`src/rtl/core/nts_pkg.sv`:
```
// Shared types, codes and constants for the note table step sequencer.
package nts_pkg;

    localparam int ADDR_W = 4;
    localparam int DATA_W = 32;
    localparam int SPT_W  = 24;
    localparam int MPT_W  = 14;
    localparam int LEN_W  = 9;
    localparam int DUR_W  = 22;
    localparam int WAIT_W = 8;

    localparam logic [SPT_W-1:0] SPT_RESET = 24'd5000;
    localparam logic [MPT_W-1:0] MPT_RESET = 14'd125;
    localparam logic [LEN_W-1:0] LEN_RESET = 9'd0;

    // register indexes (word address bits)
    localparam logic [1:0] REG_SPT = 2'd0;
    localparam logic [1:0] REG_MPT = 2'd1;
    localparam logic [1:0] REG_LEN = 2'd2;

    // input kinds
    localparam logic [1:0] KIND_TICK  = 2'd0;
    localparam logic [1:0] KIND_WRITE = 2'd1;
    localparam logic [1:0] KIND_START = 2'd2;
    localparam logic [1:0] KIND_STOP  = 2'd3;

    // result events
    localparam logic EV_PLAY = 1'b0;
    localparam logic EV_STOP = 1'b1;

    typedef struct packed {
        logic [1:0] kind;
        logic [7:0] entry_index;
        logic [7:0] note_pitch;
        logic [7:0] note_preset;
        logic [7:0] note_length;
        logic [7:0] note_advance;
    } nts_in_t;

    typedef struct packed {
        logic             event_res;
        logic [7:0]       pitch;
        logic [7:0]       preset;
        logic [DUR_W-1:0] duration_ms;
        logic             last;
    } nts_out_t;

    typedef struct packed {
        logic [7:0] advance;
        logic [7:0] length;
        logic [7:0] preset;
        logic [7:0] pitch;
    } nts_entry_t;

    typedef struct packed {
        logic [SPT_W-1:0] samples_per_tick;
        logic [MPT_W-1:0] ms_per_tick;
        logic [LEN_W-1:0] melody_length;
    } nts_cfg_t;

    typedef struct packed {
        logic write_entry;
        logic start;
        logic stop;
        logic count;
        logic tick;
        logic halt;
        logic cap;
        logic read;
        logic load;
        logic push;
        logic flush;
    } nts_cmd_t;

    typedef struct packed {
        logic [1:0] kind;
        logic       running;
        logic       tick_due;
        logic       wait_zero;
        logic       pos_end;
        logic       cap_hit;
        logic       pitch_nz;
        logic       pend_valid;
        logic       out_free;
    } nts_status_t;

endpackage

```
`src/rtl/core/nts_ctrl.sv`:
```
// Sequencer control state machine: input acceptance, table walk and result flush.
module nts_ctrl
    import nts_pkg::*;
(
    input  logic        clk,
    input  logic        rst_n,
    input  logic        in_valid,
    output logic        in_stall,
    input  nts_status_t status,
    output nts_cmd_t    cmd
);

    localparam logic [2:0] S_IDLE  = 3'd0;
    localparam logic [2:0] S_WALK  = 3'd1;
    localparam logic [2:0] S_ENTRY = 3'd2;
    localparam logic [2:0] S_NOTE  = 3'd3;
    localparam logic [2:0] S_FLUSH = 3'd4;

    logic [2:0] state_reg;
    logic [2:0] state_next;

    assign in_stall = (state_reg != S_IDLE);

    always_comb
    begin
        state_next = state_reg;
        cmd        = '0;
        unique case (state_reg)
            S_IDLE:
            begin
                if (in_valid)
                begin
                    unique case (status.kind)
                        KIND_TICK:
                        begin
                            if (status.running)
                            begin
                                if (status.tick_due)
                                begin
                                    cmd.tick   = 1'b1;
                                    state_next = S_WALK;
                                end
                                else
                                begin
                                    cmd.count = 1'b1;
                                end
                            end
                        end
                        KIND_WRITE:
                        begin
                            cmd.write_entry = 1'b1;
                        end
                        KIND_START:
                        begin
                            cmd.start = 1'b1;
                        end
                        KIND_STOP:
                        begin
                            cmd.stop   = 1'b1;
                            state_next = S_FLUSH;
                        end
                    endcase
                end
            end
            S_WALK:
            begin
                priority if (!status.running || !status.wait_zero)
                begin
                    state_next = S_FLUSH;
                end
                else if (status.pos_end)
                begin
                    cmd.halt   = 1'b1;
                    state_next = S_FLUSH;
                end
                else if (status.cap_hit)
                begin
                    // pause; the next sample tick resumes the walk
                    cmd.cap    = 1'b1;
                    state_next = S_FLUSH;
                end
                else
                begin
                    cmd.read   = 1'b1;
                    state_next = S_ENTRY;
                end
            end
            S_ENTRY:
            begin
                cmd.load   = 1'b1;
                state_next = status.pitch_nz ? S_NOTE : S_WALK;
            end
            S_NOTE:
            begin
                // hold until the older pending result can move to the output
                if (!status.pend_valid || status.out_free)
                begin
                    cmd.push   = 1'b1;
                    state_next = S_WALK;
                end
            end
            S_FLUSH:
            begin
                if (!status.pend_valid || status.out_free)
                begin
                    cmd.flush  = 1'b1;
                    state_next = S_IDLE;
                end
            end
            default:
            begin
                state_next = S_IDLE;
            end
        endcase
    end

    always_ff @(posedge clk or negedge rst_n)
    begin
        if (!rst_n)
        begin
            state_reg <= S_IDLE;
        end
        else
        begin
            state_reg <= state_next;
        end
    end

endmodule

```
`config.mk`:
```
export PLATFORM = sky130hd
export DESIGN_NAME = nts_ctrl
export DESIGN_NICKNAME = d
export VERILOG_FILES = /design/src/rtl/core/nts_pkg.sv /design/src/rtl/core/nts_ctrl.sv
export SDC_FILE = /design/constraint.sdc
export NUM_CORES = 1
export LEC_CHECK = 0
export ABC_AREA = 1
export BUFFER_PORTS_ARGS = -buffer_cell sky130_fd_sc_hd__clkbuf_2
export CORE_AREA = 5 5 42 44
export DETAILED_ROUTE_END_ITERATION = 12
export DIE_AREA = 0 0 47 49
export GPL_TIMING_DRIVEN = 0
export PLACE_DENSITY_LB_ADDON = 0.25
export SLEW_MARGIN = 15
export SYNTH_ARGS = -nofsm -noshare
export SYNTH_HDL_FRONTEND = slang
export SYNTH_SLANG_ARGS = --single-unit
```
`constraint.sdc`:
```
create_clock -name clk -period 1.5 [get_ports clk]
set_clock_uncertainty 0.15 [all_clocks]
set_input_delay 0.3 -clock clk [delete_from_list [all_inputs] [get_ports clk]]
set_output_delay 0.3 -clock clk [all_outputs]
set_load 0.02 [all_outputs]
```
==> flow_summary.ini, run 1 <==
[detailed_routing]
drc = 0
ant_nets = 0
drt-total-wl_mm = 1.39
num_vias = 569
via_per_inst = 4.70
wl_per_cell_um = 11.5
dr.pass1.iters = 4
drt_iter0_drc = 7

[flow_run]
maxCapViolCount = 0

[status]
status = finished, violations left
failed_checks = setup timing

[setup_path]
critical-path-top-delay-family = flip-flops
cp.buffers_inverters = 2
slowest_delay_ns = 0.43
crit_arrival_ns = 1.32
cpMostUsedCell = buf_4
crit_type = flip-flop to primary output
cpMaxStageDelayCell = dfrtp_2
crit_path_end_kind = primary output
r2r_setup_slack_ns = 0.05
critPathLaunchType = flip-flop
required_ns = 1.05
path_max_fanout = 4
worstPathCellList = nor2_4, buf_4, nand3_1, nor2_1, buf_4

[power_and_ir_drop]
vdd_drop_max_v = 0.000619
p_leak_nw = 0.431
finalPower_w = 0.00115
powerDensity_mw_per_mm2 = 1420

[sta]
rsz0062_at_grt = yes
maxSlewViolCount = 0
setup_viol = 12
worst_slew_pin_slew_ns = 0.453
hold_viol_final = 0
setup_slack_ns = -0.267
relSlewSlack_pct = 69.7
fmax_ghz = 0.566
period_share_pct = 118
period_needed_ns = 1.77

[logic_synthesis]
synth_cells = 60
netlist_area_um2 = 338
ys_warn_count = 0
synth_area_leaders = dfrtp_1 22%, nand2_1 16%, inv_1 12%
synth.distinct_cells = 13
synth_area_per_cell_um2 = 5.63
synth_top_area_cell = dfrtp_1
synth_nets = 73
yosysSeqAreaShare_pct = 22.2
synth_seq_cells = 3
synth_top_area_share_pct = 22.2

[global_route]
grt_use_total_pct = 12.5
grt_pass1_wl_mm = 2.16
overflow = 0
antenna_found_initial = 0
grt_max_degree = 8
grt_pass1_vias = 542

[die]
pin_count = 25
coreArea_mm2 = 0.00140
die_area_mm2 = 0.00230
die_h_um = 49
initial_utilization_pct = 24.1
rows = 14
die_w_um = 47

[layout]
fin_nets = 119
diodes = 0
drive_gt1_share_pct = 57.1
stdcell_count = 121
area_delta_synth_final_pct = 140
nFillCells = 134
utilization_pct = 57.9
largest_reg_flops = 3

[clock_network]
clkSinkCount = 3
cts_tree = done
cts_max_path_buffers = 2
root_buffer = clkbuf_4
cts.clk_slew.worst_paths_ns = 0.03
insertion_delay_ns = 0.23
cts_buffers = 3
cts-htree-levels = 1

[place]
io_buffers = 24
pre_cts_slack_ns = -0.126
place_hpwl_um = 888
place_congestion = 0.664
dp.cells = 100

[min_path]
worstHoldPathType = primary input to flip-flop
## timing repair
action                                  4_1_cts  5_1_grt
endpoints found under the setup margin       12       13
hold buffers                                  1        0
gates resized for setup                      21       21
pin swaps                                     5        4
buffers inserted                             13        3
endpoints found under the hold margin         3        0
## synth_stat cells, drive strengths merged
master and count:
nor3 3, nand4 3, inv 12, o22ai 1, nor2 11, nand3 7
a21oi 1, dfrtp 3, nand2 15, nor4 4
## worst min-delay path, stage by stage
cell	delay (ns)
clkbuf_2	0.07
a21oi_1	0.05
nand2_1	0.04
## per-layer routing
metal,track usage (%),up-vias,wire (um)
met1,14.5,254,508
met4,2.76,0,0
li1,-,289,-
met5,0,-,0
met3,5.17,0,129
met2,20.6,26,756
## per-stage QoR
step | instance area [um^2] | hold slack, ns | setup TNS [ns]
finish | 812 | 0.125 | -2.22
CTS | 732 | 0.124 | -2.30
global route | 812 | 0.122 | -3.08
floorplan | 382 | -0.146 | -0.241
detailed placement | 522 | -0.0502 | -0.456
global placement | 522 | -0.0527 | -0.386
## cell families (layout without fill, tap and decap cells)
group	count (synthesis)	in the layout	share of synthesized area, %
simple gates	43	43	61.1
compound gates	2	2	3.33
buf+inv	12	57	13.3
flops	3	3	22.2
## worst paths after layout
kind / start / endpoint / cells past startpoint
setup / recovery: state_reg[1]$_DFFE_PN0P_ / cmd[8] / 5
hold / removal: status[2] / state_reg[1]$_DFFE_PN0P_ / 3
setup reg to reg: state_reg[1]$_DFFE_PN0P_ / state_reg[2]$_DFFE_PN0P_ / 8
hold reg to reg: state_reg[0]$_DFFE_PN0P_ / state_reg[2]$_DFFE_PN0P_ / 3
max in group asynchronous: rst_n / state_reg[1]$_DFFE_PN0P_ / 2
min in group asynchronous: rst_n / state_reg[2]$_DFFE_PN0P_ / 2
## placed cells by master (no fill, tap or decap), types with 2 or more instances in the layout
cell	n
buf_6	3
dfrtp_2	2
nand3_4	2
clkbuf_2	12
nor3_2	2
buf_4	21
nor4_4	3
nand2_1	14
clkbuf_8	3
nand3_1	5
inv_1	10
nand4_1	3
nor2_4	3
nor2_1	8
clkbuf_4	4
## final cells by class
type,count,area (um^2),area share (%)
inverter,12,47.5,5.86
sequential,3,77.6,9.55
tap,16,20.0,2.47
multi-input combinational,45,330,40.7
clock buffer,4,26.3,3.24
timing repair buffer,41,310,38.2
## power by group
group	total, W	leakage (nW)	internal [W]	switching (W)
sequential	0.000142	0.0374	0.000108	0.0000342
combinational	0.000868	0.378	0.000419	0.000449
clock	0.000142	0.0150	0.0000997	0.0000419
No activity file was read; power rests on OpenSTA's default activity.
==> run 2: changes to the inputs <==
GPL_ROUTABILITY_DRIVEN = 0   (was not set)
clock period = 1.75 ns   (was 1.5 ns; I/O delays follow)
==> flow_summary.ini, run 2 (same netlist as run 1, synthesis figures left out) <==
[status]
status = finished, violations left
failed_checks = setup timing

[detailed_routing]
drt-total-wl_mm = 1.23
via_per_inst = 4.70
drc = 0
drt_iter0_drc = 10
num_vias = 541
ant_nets = 0
wl_per_cell_um = 10.7
dr.pass1.iters = 4

[sta]
setup_viol = 7
fmax_ghz = 0.549
period_needed_ns = 1.82
relSlewSlack_pct = 79.1
rsz0062_at_grt = yes
maxSlewViolCount = 0
period_share_pct = 104
hold_viol_final = 0
fin_hold_ws_ns = 0.204
setup_slack_ns = -0.0706
worst_slew_pin_slew_ns = 0.313

[die]
rows = 14
die_w_um = 47
die_h_um = 49
initial_utilization_pct = 24.1
die_area_mm2 = 0.00230
coreArea_mm2 = 0.00140
pin_count = 25

[layout]
drive_gt1_share_pct = 50.5
largest_reg_flops = 3
layout_commonest_cell = buf_4
diodes = 0
mostFrequentLayoutCells = 16 x buf_4, 13 x nand2_1, 13 x clkbuf_2
area_delta_synth_final_pct = 100
fin_nets = 113
stdcell_count = 115

[global_route]
grt_pass1_vias = 497
grt_pass1_wl_mm = 1.89
overflow = 0
grt_max_degree = 7
grt_use_total_pct = 10.4
antenna_found_initial = 0

[setup_path]
path_max_fanout = 6
crit_path_end_kind = primary output
crit_arrival_ns = 1.32
crit_type = flip-flop to primary output
critPathLaunchType = flip-flop
required_ns = 1.25

[clock_network]
root_buffer = clkbuf_4
clkSinkCount = 3
cts-htree-levels = 1
cts_tree = done
cts.clk_slew.worst_paths_ns = 0.04
insertion_delay_ns = 0.23
cts_max_path_buffers = 2
cts_buffers = 3

[power_and_ir_drop]
p_leak_nw = 0.393
powerDensity_mw_per_mm2 = 1210
vdd_drop_max_v = 0.000402

[flow_run]
maxCapViolCount = 0

[min_path]
worstHoldPathType = primary input to flip-flop

[place]
dp.cells = 100
pre_cts_slack_ns = 0.129
io_buffers = 24
place_hpwl_um = 826
## run 2: changes by cell type in the layout (fill, tap and decap cells not counted), sizes merged
cell	before	now
buf	24	20
clkbuf	20	18
## run 2: worst paths after layout
kind	endpoint	slack [ns]	start	depth (start not counted)
max	cmd[10]	-0.07	state_reg[1]$_DFFE_PN0P_	4
min	state_reg[1]$_DFFE_PN0P_	0.20	status[2]	3
max reg2reg	state_reg[0]$_DFFE_PN0P_	0.29	state_reg[1]$_DFFE_PN0P_	8
min reg2reg	state_reg[0]$_DFFE_PN0P_	0.53	state_reg[1]$_DFFE_PN0P_	2
max in group asynchronous	state_reg[0]$_DFFE_PN0P_	1.03	rst_n	2
min in group asynchronous	state_reg[2]$_DFFE_PN0P_	0.30	rst_n	2
## run 2: routing by layer
metal | part of all wire [%] | track usage, %
met1 | 40 | 14.5
met2 | 49 | 16.3
met5 | 0 | 0
met4 | 0 | 2.76
met3 | 11 | 1.48
## run 2: power breakdown
group          internal, W  total [W]  leakage, nW  switching [W]
Sequential       0.0000920   0.000115       0.0391      0.0000227
Combinational     0.000266   0.000585        0.339       0.000319
Clock            0.0000854   0.000121       0.0150      0.0000356
Total             0.000443   0.000820        0.393       0.000377
## run 2: worst max-delay path: stages, from the launching register on
cell	delay [ns]
dfrtp_1	0.43
nor2_4	0.21
nand2_4	0.11
nor4_2	0.16
buf_4	0.19
## run 2: cell type report
| class | count | area (um^2) |
|---|---|---|
| Fill cell | 143 | 724 |
| Timing Repair Buffer | 35 | 235 |
| Multi-Input combinational cell | 45 | 274 |
| Inverter | 12 | 45.0 |
| Clock buffer | 4 | 26.3 |
| Tap cell | 16 | 20.0 |
| Sequential cell | 3 | 76.3 |
## run 2: timing repair
item / in CTS / in global routing
endpoints found under the setup margin: 9 / 11
gates resized for setup: 15 / 16
endpoints found under the hold margin: 3 / 0
pin swaps: 4 / 3
setup buffers: 8 / 2
hold buffers: 1 / 0
## run 2: metrics by stage
| stage | instance area, um^2 | util [%] | TNS [ns] | total power, W |
|---|---|---|---|---|
| after CTS | 634 | 45.3 | -0.197 | 0.000747 |
| after detailed placement | 484 | 34.6 | 0 | 0.000462 |
| after global placement | 484 | 34.6 | 0 | 0.000461 |
| final | 677 | 48.3 | -0.295 | 0.000820 |
| after global routing | 677 | 48.3 | -1.00 | 0.000885 |
| after floorplan | 344 | - | -0.283 | 0.000367 |
==> run 3: changes to the inputs <==
REMOVE_ABC_BUFFERS = 1   (was not set)
clock period = 1.6 ns   (was 1.75 ns; I/O delays follow)
==> flow_summary.ini, run 3 (same netlist as run 1, synthesis figures left out) <==
[status]
status = finished, violations left
failed_checks = setup timing

[sta]
fmax_ghz = 0.568
relSlewSlack_pct = 81.3
maxSlewViolCount = 0
rsz0062_at_grt = yes
worst_slew_pin_slew_ns = 0.280
period_share_pct = 110
hold_viol_final = 0
fin_tns_setup_ns = -1.12
setup_slack_ns = -0.161
setup_viol = 12
period_needed_ns = 1.76

[clock_network]
insertion_delay_ns = 0.23
cts.clk_slew.worst_paths_ns = 0.04
cts_tree = done
root_buffer = clkbuf_4
cts-htree-levels = 1
clkSinkCount = 3
cts_buffers = 3
cts_max_path_buffers = 2

[setup_path]
cpMaxStageDelayCell = dfrtp_2
crit_path_end_kind = primary output
critical-path-top-delay-family = simple AND/OR/NAND/NOR gates
critPathLaunchType = flip-flop
crit_type = flip-flop to primary output
reg2regPathDepth = 6
timing.rr.end = state_reg[0]$_DFFE_PN0P_
worstPathCellList = nor2_4, nand2_4, nor4_4, buf_4
r2r_setup_slack_ns = 0.13
cp.buffers_inverters = 1
reg2reg_from = state_reg[1]$_DFFE_PN0P_
slowest_delay_ns = 0.43
required_ns = 1.13
crit_arrival_ns = 1.29
path_max_fanout = 7

[layout]
area_delta_synth_final_pct = 121
layout_commonest_cell = buf_4
mostFrequentLayoutCells = 18 x buf_4, 14 x nand2_1, 12 x clkbuf_2
largest_reg_flops = 3
drive_gt1_share_pct = 53.5
utilization_pct = 53.3
fin_nets = 115
stdcell_count = 117
diodes = 0

[power_and_ir_drop]
p_leak_nw = 0.408
powerDensity_mw_per_mm2 = 1300
finalPower_w = 0.000968
vdd_drop_max_v = 0.000740

[place]
io_buffers = 24
dp.cells = 100
place_hpwl_um = 832

[global_route]
antenna_found_initial = 0
grt_pass1_vias = 515
grt_pass1_wl_mm = 1.92
grt_use_total_pct = 11.2
grt_max_degree = 8
overflow = 0

[detailed_routing]
drt_iter0_drc = 8
num_vias = 553
wl_per_cell_um = 11.3
drc = 0
ant_nets = 0
dr.pass1.iters = 4
drt-total-wl_mm = 1.32
via_per_inst = 4.73

[die]
die_area_mm2 = 0.00230
die_h_um = 49
rows = 14
coreArea_mm2 = 0.00140
initial_utilization_pct = 24.1
pin_count = 25
die_w_um = 47

[min_path]
holdPathStages = 3
hp-start = status[2]
worstHoldPathType = primary input to flip-flop
holdPathEnd = state_reg[1]$_DFFE_PN0P_

[flow_run]
maxCapViolCount = 0
run 3: worst reg2reg max path: stages (launching register included):
cell and delay (ns):
dfrtp_2 0.43, nor2_4 0.18, nand2_4 0.12, buf_4 0.16, o22ai_1 0.17, nand3_1 0.11, nand2_1 0.07
run 3: per-stage QoR:
stage,setup WS [ns],instance area (um^2),hold WS [ns]
finish,-0.161,747,0.164
global route,-0.252,747,0.157
CTS,-0.177,703,0.158
detailed placement,-0.000922,478,-0.0317
global placement,-0.00724,478,-0.0331
floorplan,-0.214,338,-0.126
run 3: metal layers:
metal  vias up  wire (um)  global-route usage, %
li1        283          -                      -
met3         0         85                   1.11
met1       248        534                   11.5
met2        22        703                   20.8
met5         -          0                      0
met4         0          0                   5.53
run 3: power by group:
part	switching, W	leakage (nW)	internal (W)
combinational	0.000393	0.355	0.000311
sequential	0.0000323	0.0374	0.000101
clock	0.0000370	0.0150	0.0000933
run 3: worst max path at each step:
stage	start	cells past startpoint	end	slack [ns]
6_report	state_reg[1]$_DFFE_PN0P_	4	cmd[10]	-0.16
5_1_grt	state_reg[1]$_DFFE_PN0P_	4	cmd[10]	-0.25
4_1_cts	state_reg[1]$_DFFE_PN0P_	4	cmd[10]	-0.18
3_5_place_dp	state_reg[2]$_DFFE_PN0P_	4	cmd[4]	-0.0009
3_3_place_gp	state_reg[2]$_DFFE_PN0P_	4	cmd[4]	-0.007
2_1_floorplan	state_reg[1]$_DFFE_PN0P_	3	cmd[10]	-0.21
run 3: final cells by class:
class	instances	area (um^2)
Clock buffer	4	26.3
Timing Repair Buffer	37	265
Multi-Input combinational cell	45	310
Tap cell	16	20.0
Fill cell	131	654
Inverter	12	47.5
Sequential cell	3	77.6
run 3: what timing repair did:
item	in CTS	in global routing
hold endpoints to repair	3	0
hold buffers	1	0
gates resized for setup	26	18
buffers inserted	12	0
endpoints found under the setup margin	12	12
pin swaps	3	2
